==> src/tsp_pkg.sv <==
// Shared types and constants for the timed slot pool.
package tsp_pkg;

   localparam logic OP_ALLOC = 1'b0;
   localparam logic OP_SWEEP = 1'b1;

   localparam int unsigned FIELD_SLOT_BITS  = 9;
   localparam int unsigned FIELD_COUNT_BITS = 10;
   localparam int unsigned PERIOD_BITS      = 10;
   localparam int unsigned LIFE_BITS        = 16;
   localparam int unsigned TIME_FIELD_BITS  = 32;
   localparam logic [PERIOD_BITS-1:0] PERIOD_RESET = 10'd100;

   // Datapath commands, one per controller step.
   typedef struct packed {
      logic clear_step;   // write one entry of the link clearing pass
      logic latch_req;    // capture the request
      logic rd_free;      // read next_link of free head
      logic alloc_pop;    // pop free list with read data
      logic rd_oldest;    // read links of the oldest active slot
      logic evict_unlink; // unlink oldest using read links
      logic alloc_link;   // record slot and push at newest end
      logic sw_start;     // start the walk at the newest slot
      logic sw_read;      // read links and timing of the walk slot
      logic sw_mult;      // register the lifetime product
      logic sw_eval;      // decide and free
      logic rsp_load;     // load the response register
   } cmd_type;

   typedef struct packed {
      logic clear_done;
      logic op_sweep;
      logic free_valid;
      logic oldest_valid;
      logic walk_valid;
      logic walk_last;
   } stat_type;

endpackage

==> src/tsp_ctrl.sv <==
// Controller state machine for the timed slot pool.
module tsp_ctrl
   import tsp_pkg::*;
(
   input  logic     clock,
   input  logic     reset,
   input  logic     req_valid,
   output logic     req_ready,
   input  logic     rsp_busy,
   input  stat_type stat,
   output cmd_type  cmd
);

   localparam logic [3:0] ST_CLEAR  = 4'd0;
   localparam logic [3:0] ST_IDLE   = 4'd1;
   localparam logic [3:0] ST_DEC    = 4'd2;
   localparam logic [3:0] ST_APOP   = 4'd3;
   localparam logic [3:0] ST_EVICT  = 4'd4;
   localparam logic [3:0] ST_LINK   = 4'd5;
   localparam logic [3:0] ST_WREAD  = 4'd6;
   localparam logic [3:0] ST_WMULT  = 4'd7;
   localparam logic [3:0] ST_WEVAL  = 4'd8;
   localparam logic [3:0] ST_RESP   = 4'd9;

   logic [3:0] state_ff, state_in;

   assign req_ready = (state_ff == ST_IDLE);

   always_comb begin
      state_in = state_ff;
      cmd      = '0;
      unique case (state_ff)
         ST_CLEAR: begin
            cmd.clear_step = 1'b1;
            if (stat.clear_done) state_in = ST_IDLE;
         end
         ST_IDLE: begin
            if (req_valid) begin
               cmd.latch_req = 1'b1;
               state_in = ST_DEC;
            end
         end
         ST_DEC: begin
            if (stat.op_sweep) begin
               cmd.sw_start = 1'b1;
               state_in = ST_WREAD;
            end else if (stat.free_valid) begin
               cmd.rd_free = 1'b1;
               state_in = ST_APOP;
            end else if (stat.oldest_valid) begin
               cmd.rd_oldest = 1'b1;
               state_in = ST_EVICT;
            end else begin
               state_in = ST_RESP;
            end
         end
         ST_APOP: begin
            cmd.alloc_pop = 1'b1;
            state_in = ST_LINK;
         end
         ST_EVICT: begin
            cmd.evict_unlink = 1'b1;
            state_in = ST_LINK;
         end
         ST_LINK: begin
            cmd.alloc_link = 1'b1;
            state_in = ST_RESP;
         end
         ST_WREAD: begin
            if (stat.walk_valid) begin
               cmd.sw_read = 1'b1;
               state_in = ST_WMULT;
            end else begin
               state_in = ST_RESP;
            end
         end
         ST_WMULT: begin
            cmd.sw_mult = 1'b1;
            state_in = ST_WEVAL;
         end
         ST_WEVAL: begin
            cmd.sw_eval = 1'b1;
            state_in = stat.walk_last ? ST_RESP : ST_WREAD;
         end
         ST_RESP: begin
            if (!rsp_busy) begin
               cmd.rsp_load = 1'b1;
               state_in = ST_IDLE;
            end
         end
         default: state_in = ST_IDLE;
      endcase
   end

   always_ff @(posedge clock) begin
      if (reset) state_ff <= ST_CLEAR;
      else       state_ff <= state_in;
   end

   a_ready_idle: assert property (@(posedge clock) disable iff (reset)
      req_ready |-> !cmd.alloc_link && !cmd.sw_eval) else $error("busy while ready");
   a_one_path: assert property (@(posedge clock) disable iff (reset)
      !(cmd.rd_free && cmd.rd_oldest)) else $error("two allocation paths");
   a_load_free: assert property (@(posedge clock) disable iff (reset)
      cmd.rsp_load |-> !rsp_busy) else $error("response overwritten");

endmodule

==> config.mk <==
export PLATFORM = sky130hd
export DESIGN_NAME = tsp_ctrl
export DESIGN_NICKNAME = d
export VERILOG_FILES = /design/src/tsp_pkg.sv /design/src/tsp_ctrl.sv
export SDC_FILE = /design/constraint.sdc
export NUM_CORES = 1
export LEC_CHECK = 0
export ABC_AREA = 1
export BUFFER_PORTS_ARGS = -buffer_cell sky130_fd_sc_hd__buf_2
export CAP_MARGIN = 30
export CORE_AREA = 3 3 40 42
export CTS_CLUSTER_DIAMETER = 30
export CTS_CLUSTER_SIZE = 30
export DETAILED_ROUTE_END_ITERATION = 10
export DIE_AREA = 0 0 43 45
export PLACE_DENSITY = 0.59
export SLEW_MARGIN = 30
export SYNTH_ARGS = -nofsm -noshare
export SYNTH_HDL_FRONTEND = slang
export SYNTH_SLANG_ARGS = --single-unit
==> constraint.sdc <==
create_clock -name clock -period 2.65 [get_ports clock]
set_input_delay 0.53 -clock clock [delete_from_list [all_inputs] [get_ports clock]]
set_output_delay 0.53 -clock clock [all_outputs]
set_load 0.02 [all_outputs]
; ---- Word level (Yosys, flattened, before mapping)
; Index checks and enable logic that the tools add are counted.
[totals]
register_bits = 4
out_inout_bits = 13
wordCells = 46
[classes]
n_eq_ne = 12
mux = 30
reduce_logical = 3
[ops]
columns = operator, count
row1 = $pmux 4 s9, 1
row2 = $mux 4, 8
row3 = $mux 1, 21
row4 = $eq 4x3->1 const B, 4
row5 = $eq 4x2->1 const B, 2
row6 = $eq 4x4->1 const B, 2
row7 = $ne 2x2->1 const B, 3
row8 = $eq 4x1->1 const B, 1
row9 = $logic_not 4->1, 1
row10 = $reduce_and 3->1, 1
row11 = $reduce_or 2->1, 1

; ---- Longest topological paths before layout
; Gate-level depths: netlist (run 1).
[depth]
depth_word = 4
mapped_depth = 7

; ---- Least setup slack after synthesis (run 1)
; OpenSTA, ideal clock, no wires.
[synth_path]
path_type = input to output
startpoint = input port rsp_busy
endpoint = output port cmd[0] (netlist name)
t_arrival_ps = 1240
required_time_ps = 2120
slack_ps = 880
path_stages = 1
path_buffers = 0
cell_sequence = nor4_1
[synth_via]
elab_chain_cells = 2
[synth_lines]
columns = element, line
row1 = "start, declared", tsp_ctrl.sv:9  ; input logic rsp_busy,
row2 = $mux 1, tsp_ctrl.sv:86  ; if (!rsp_busy) begin
row3 = $mux 1, tsp_ctrl.sv:32  ; unique case (state_ff)
row4 = "end, declared", tsp_ctrl.sv:11  ; output cmd_type cmd
; No other way between the ends.

==> results.cfg, run 1 <==
[grt]
gr-total-overflow = 0
grt_use_total_pct = 11.3
grt_antenna_before_repair = 0
grt_pass1_vias = 461
grt_pass1_wl_microns = 1670
grt_max_degree = 7

[final_layout]
fin_nets = 114
multiInputGateArea_sq_um = 289
ff_latch_area_sq_um = 80.1
n_antenna_cell = 0
drive_gt1_share_pct = 40.2
regMostFlops = state_ff
reg_top3 = state_ff x4
nFillCells = 152
largest_reg_flops = 4
finalCoreUtilization_pct = 45.5
syn2layout_area_growth_pct = 35.0

[sta]
fin_tns_setup_ps = 0
slew_violations = 0
finalSetupViolCount = 0
fin_crit_ps = 1800
maxSlewHeadroom_pct = 81.9
max_freq_ghz = 0.555
hold_viol_final = 0
rsz0062_at_grt = no
fin_hold_ws_ps = 515
tightest_slew_ps = 271
period_share_pct = 67.9
skew_ps = 0.220

[floorplan]
die_h_microns = 45
initial_utilization_pct = 33.7
num_rows = 13
io-pin-count = 23
die_area_sq_mm = 0.00194
core_area_sq_mm = 0.00128
die_w_microns = 43

[yosys]
yosys.cell_types.count = 19
synthAdderAreaFrac_pct = 0
ys_ff_latch = 4
muxShareOfSynthArea_pct = 0
synth-compound-area-share_pct = 6.07
synth-xor-area-share_pct = 0
syn_nets = 87
avgSynthCellArea_sq_um = 5.62
synth_top_family_by_area = simple AND/OR/NAND/NOR gates
synth_cells = 77
syn_area_sq_um = 433
ys_warn_count = 0
synth-seq-area-share_pct = 18.5
synthSimpleGateAreaFrac_pct = 60.7

[setup_path]
r2r-start = state_ff[0]
endpoint_kind = output port
crit_arrival_ps = 1270
crit_fanout = 5
critical_path_class = reg -> out
required_ps = 2120
endpoint = cmd[9]
worstSetupStartpointType = flop
r2r_slack_ps = 1490
reg2reg_depth = 5
rr_endpoint = state_ff[2]
crit_start = state_ff[2]

[clock_network]
clock_sinks = 4
clk_latency_ps = 230
clockBufferDepth = 2
htreeDepth = 1
ctsHoldBuffers = 0
ctsRootBufferMaster = clkbuf_4
cts_tree = done
post_cts_buffers = 0
numCtsBuffers = 3
cts_resized = 0
clkTransAtPathRegs_ps = 30

[detailed_routing]
drc = 0
wirelength_microns = 1070
post_drt_via_cell_ratio = 4.64
dr.first_iter.drc_count = 12
wl_per_cell_microns = 9.12
ant_nets = 0
vias = 543
firstDrtPassIters = 4

[hold_path]
hold_class = in -> reg

[power]
p_per_area_mw_per_mm2 = 449
peakVddDrop_v = 0.000212
swShare_pct = 40.3
clockPowerShare_pct = 27.4
intPower_uw = 156
seq_power_share_pct = 29.1
p_sw_uw = 106
leakage_nw = 0.359
share_comb_of_total_power_pct = 43.5

[run]
cap_violations = 0

[outcome]
status = complete, no violations

[placed_design]
dp_hpwl_microns = 936
portBuffers = 22
gp_congestion = 0.836
cells by family after synthesis:
| kind of cell | count (synthesis) |
|---|---|
| compound gates | 4 |
| buf+inv | 17 |
| simple gates | 52 |
| flops | 4 |
metrics by stage:
| step | power, mW | setup WS [ps] | std cells | instance area (sq um) |
|---|---|---|---|---|
| 3_5_place_dp | 0.192 | 1050 | 114 | 562 |
| 6_report | 0.262 | 849 | 117 | 584 |
| 3_3_place_gp | 0.192 | 1070 | 114 | 562 |
| 2_1_floorplan | 0.158 | 880 | 77 | 433 |
| 5_1_grt | 0.285 | 694 | 117 | 584 |
| 4_1_cts | 0.268 | 838 | 117 | 584 |
critical path: stages, from the launching register on:
cell,delay [ps]
dfxtp_1,350
nor2_1,210
nand2_1,160
nor3_1,140
buf_2,180
synth_stat cells:
| master | instances | share of area, % |
|---|---|---|
| o21bai_1 | 1 | 1.7 |
| o21ai_2 | 1 | 2.0 |
| clkinv_1 | 1 | 0.87 |
| nor3_2 | 1 | 2.3 |
| nand2_1 | 14 | 12 |
| nand3_2 | 1 | 2.3 |
| nor2_4 | 3 | 7.8 |
| o21ai_1 | 1 | 1.2 |
| nor2_1 | 16 | 14 |
| inv_1 | 12 | 10 |
| nor3_1 | 3 | 3.5 |
| nor4_1 | 1 | 1.4 |
| inv_2 | 4 | 3.5 |
| nor2_2 | 2 | 2.9 |
| nand2_2 | 4 | 5.8 |
| dfxtp_1 | 4 | 18 |
| nand4_1 | 2 | 2.9 |
| a21oi_1 | 1 | 1.2 |
| nand3_1 | 5 | 5.8 |
power by group through the flow:
| stage | Combinational [mW] | Clock (mW) | Sequential (mW) |
|---|---|---|---|
| after CTS | 0.115 | 0.0760 | 0.0763 |
| after global placement | 0.115 | 0 | 0.0769 |
| after detailed placement | 0.115 | 0 | 0.0773 |
| after floorplan | 0.0833 | 0 | 0.0748 |
| final | 0.114 | 0.0717 | 0.0763 |
| after global routing | 0.127 | 0.0804 | 0.0772 |
placed cells by master (no fill, tap or decap), drive strengths merged:
master,synthesis,layout
nand3,6,6
nand2,18,18
nor2,21,21
clkbuf,0,3
a21oi,1,1
nor3,4,4
nand4,2,2
o21bai,1,1
inv,16,16
nor4,1,1
o21ai,2,2
dfxtp,4,4
clkinv,1,1
buf,0,22
worst min path at each step:
stage,start,to,slack [ps],cells past startpoint
floorplan,reset,state_ff[1],600,1
global placement,state_ff[1],state_ff[0],740,5
detailed placement,reset,state_ff[1],750,2
CTS,reset,state_ff[1],500,2
global route,reset,state_ff[1],510,2
finish,reset,state_ff[1],510,2
layer usage:
metal | vias to the layer above | track usage [%] | part of all wire (%)
met2 | 19 | 18.0 | 47
li1 | 290 | - | -
met4 | 0 | 7.23 | 0
met5 | - | 0 | 0
met3 | 0 | 1.59 | 7.3
met1 | 234 | 14.4 | 45
area by class of cell:
class / count / share of cell area (%)
Timing Repair Buffer: 22 / 18.8
Sequential cell: 4 / 13.7
Inverter: 17 / 10.9
Clock buffer: 3 / 3.85
Tap cell: 15 / 3.21
Multi-Input combinational cell: 56 / 49.5
No activity file was read; power rests on OpenSTA's default activity.
==> run 2, diff against run 1 <==
--- a/config.mk
+++ b/config.mk
@@ -5,7 +5,7 @@
 export SDC_FILE = /design/constraint.sdc
 export NUM_CORES = 1
 export LEC_CHECK = 0
-export ABC_AREA = 1
+export ABC_AREA = 0
 export BUFFER_PORTS_ARGS = -buffer_cell sky130_fd_sc_hd__buf_2
 export CAP_MARGIN = 30
 export CORE_AREA = 3 3 40 42
@@ -13,7 +13,7 @@
 export CTS_CLUSTER_SIZE = 30
 export DETAILED_ROUTE_END_ITERATION = 10
 export DIE_AREA = 0 0 43 45
-export PLACE_DENSITY = 0.59
+export PLACE_DENSITY = 0.56
 export SLEW_MARGIN = 30
 export SYNTH_ARGS = -nofsm -noshare
 export SYNTH_HDL_FRONTEND = slang
==> constraint.sdc (replaced) <==
create_clock -name clock -period 1.8 [get_ports clock]
set_input_delay 0.36 -clock clock [delete_from_list [all_inputs] [get_ports clock]]
set_output_delay 0.36 -clock clock [all_outputs]
set_load 0.02 [all_outputs]
==> run 2 against run 1 <==
  * The flow now finishes with violations (setup timing)
  * Count of clock-buffer cells in the layout is the same
  * Critical path depth decreased by 1
  * Wire length rose by 3.1%
  * Sequential share of layout area decreased by 0.12 points
  * Global-route usage is 0.68 points higher
  * Register-to-register slack worse by 1200 ps
  * First-iteration DRC count fell by 58%
  * Via count fell by 12%
  * Flip-flop and latch count stayed put
  * Clock skew up 2.3 ps
  * Sequential power increased by 26%
  * Critical path type unchanged
  * Largest power group unchanged
==> results.cfg, run 2 <==
[yosys]
yosys.cell_types.count = 27
ys_warn_count = 0
yosys-top-cells-area = dfxtp_1 (21%), nor3_1 (9.0%), nor2_1 (6.8%), nor4_1 (4.8%), a2111oi_2 (3.9%)
syn_nets = 63
avgSynthCellArea_sq_um = 7.34
synth_common_cells = nor2_1 (7), nor3_1 (7), dfxtp_1 (4), inv_1 (4), nor4_1 (3)
ys_ff_latch = 4
synthFlopType = dfxtp_1
synthArstFlopShare_pct = 0
syn_area_sq_um = 389
synth_largest_area_cell = dfxtp_1
synth_edf_count = 0
synth-seq-area-share_pct = 20.6
synth_top_cell_area_share_pct = 20.6
synth_cells = 53

[setup_path]
critPathMaxStageDelay_ps = 580
critical_path_class = reg -> out
endpoint_kind = output port
required_ps = 1440
reg2reg_depth = 4
r2r-start = state_ff[2]
crit_fanout = 6
crit_chain = or4b_4 > nor3b_2 > buf_4
crit_arrival_ps = 1450
crit_start = state_ff[2]
worstSetupStartpointType = flop
slowest_stage = or4b_4

[power]
share_comb_of_total_power_pct = 36.4
peakVddDrop_v = 0.000267
p_sw_uw = 105
seq_power_share_pct = 30.0
swShare_pct = 32.7
p_per_area_mw_per_mm2 = 545
p_total_uw = 321
leakage_nw = 0.271
clockPowerShare_pct = 33.6
intPower_uw = 216

[grt]
grt_antenna_before_repair = 0
grt_pass1_vias = 439
grt_max_degree = 13
grt_pass1_wl_microns = 1790
grt_use_total_pct = 12.0
gr-total-overflow = 0

[clock_network]
clock_sinks = 4
htreeDepth = 1
cts_tree = done
clockBufferDepth = 2
post_cts_buffers = 0
ctsHoldBuffers = 0
clkTransAtPathRegs_ps = 40
clk_latency_ps = 230
numCtsBuffers = 3
ctsRootBufferMaster = clkbuf_4

[detailed_routing]
post_drt_via_cell_ratio = 5.12
drc = 0
wl_per_cell_microns = 11.8
ant_nets = 0
wirelength_microns = 1100
firstDrtPassIters = 2
vias = 476
dr.first_iter.drc_count = 5

[hold_path]
hold_class = in -> reg
hold-path-cell-count = 2
hold_start = reset

[placed_design]
portBuffers = 22
dpl_worst_slack_ps = 208
placed_cell_area_sq_um = 528
dp_hpwl_microns = 862
gp_congestion = 0.764

[sta]
skew_ps = 2.48
period_share_pct = 100
tightest_slew_ps = 432
fin_tns_setup_ps = -11.0
maxSlewHeadroom_pct = 70.9
hold_viol_final = 0
slew_violations = 0
max_freq_ghz = 0.553
setup_ws_ps = -7.49
fin_crit_ps = 1810
rsz0062_at_grt = yes
finalSetupViolCount = 2

[final_layout]
regMostFlops = state_ff
layout_commonest_cell = buf_2
finalCoreUtilization_pct = 45.9
fin_nets = 90
n_antenna_cell = 0
final_cell_mix = buf_2 (20), nor2_1 (7), nor3_1 (6), buf_4 (6)
syn2layout_area_growth_pct = 51.4
largest_reg_flops = 4
drive_gt1_share_pct = 50.0
final_cell_area_sq_um = 589
reg_top3 = state_ff x4

[floorplan]
initial_utilization_pct = 30.3
die_w_microns = 43
die_h_microns = 45
core_area_sq_mm = 0.00128
num_rows = 13
io-pin-count = 23
die_area_sq_mm = 0.00194

[outcome]
status = finished, violations left
violations = setup timing

[run]
cap_violations = 0
## run 2: cell types whose count changed after synthesis, sizes merged, moves of 3 or more
cell	previous run	this run
nand2	18	2
nor2	21	7
inv	16	4
nand3	6	0
buf	0	4
nor3	4	7
## run 2: timing repair
action                                 4_1_cts  5_1_grt
pin swaps                                    1        1
endpoints found under the hold margin        0        0
setup endpoints to repair                    3        5
gates resized for setup                      5        3
## run 2: logic make-up after synthesis
family	count (synthesis)	share of synthesized area, %
DFF	4	20.6
buffers and inverters	8	10.3
AOI/OAI and AO/OA	11	23.5
and+or+nand+nor	29	43.1
muxes	1	2.57
## run 2: final timing paths
path,slack [ps],end
hold reg to reg,700,state_ff[1]
setup / recovery,-7,cmd[7]
hold / removal,360,state_ff[3]
setup reg to reg,260,state_ff[0]
## run 2: per-stage QoR
stage | std cells | hold WS [ps]
after floorplan | 53 | 422
after detailed placement | 90 | 592
after CTS | 93 | 348
after global routing | 93 | 360
final | 93 | 356
after global placement | 90 | 595
## run 2: per-layer routing
layer / vias to the layer above / part of all wire, % / GRT usage (%)
met5: - / 0 / 0
met2: 19 / 44 / 19.5
met1: 211 / 47 / 15.9
met4: 0 / 0 / 5.42
li1: 246 / - / -
met3: 0 / 8.8 / 1.59
## run 2: final cells by class
cell class | count | area [sq um]
clock buffer | 3 | 22.5
sequential | 4 | 80.1
tap | 15 | 18.8
multi-input combinational | 41 | 308
inverter | 4 | 15.0
timing repair buffer | 26 | 145
fill | 131 | 696
## run 2: power groups by stage
stage | Sequential [mW] | Combinational (mW) | Clock (mW)
after floorplan | 0.0981 | 0.0714 | 0
after global placement | 0.0982 | 0.109 | 0
after detailed placement | 0.0978 | 0.109 | 0
after CTS | 0.0964 | 0.111 | 0.113
after global routing | 0.0972 | 0.127 | 0.119
final | 0.0964 | 0.117 | 0.108
## run 2: critical path: cells and delay by family (launching register included)
family | cells | cell delay, ps
buffers and inverters | 1 | 160
flip-flops | 1 | 300
AND/OR/NAND/NOR | 2 | 750
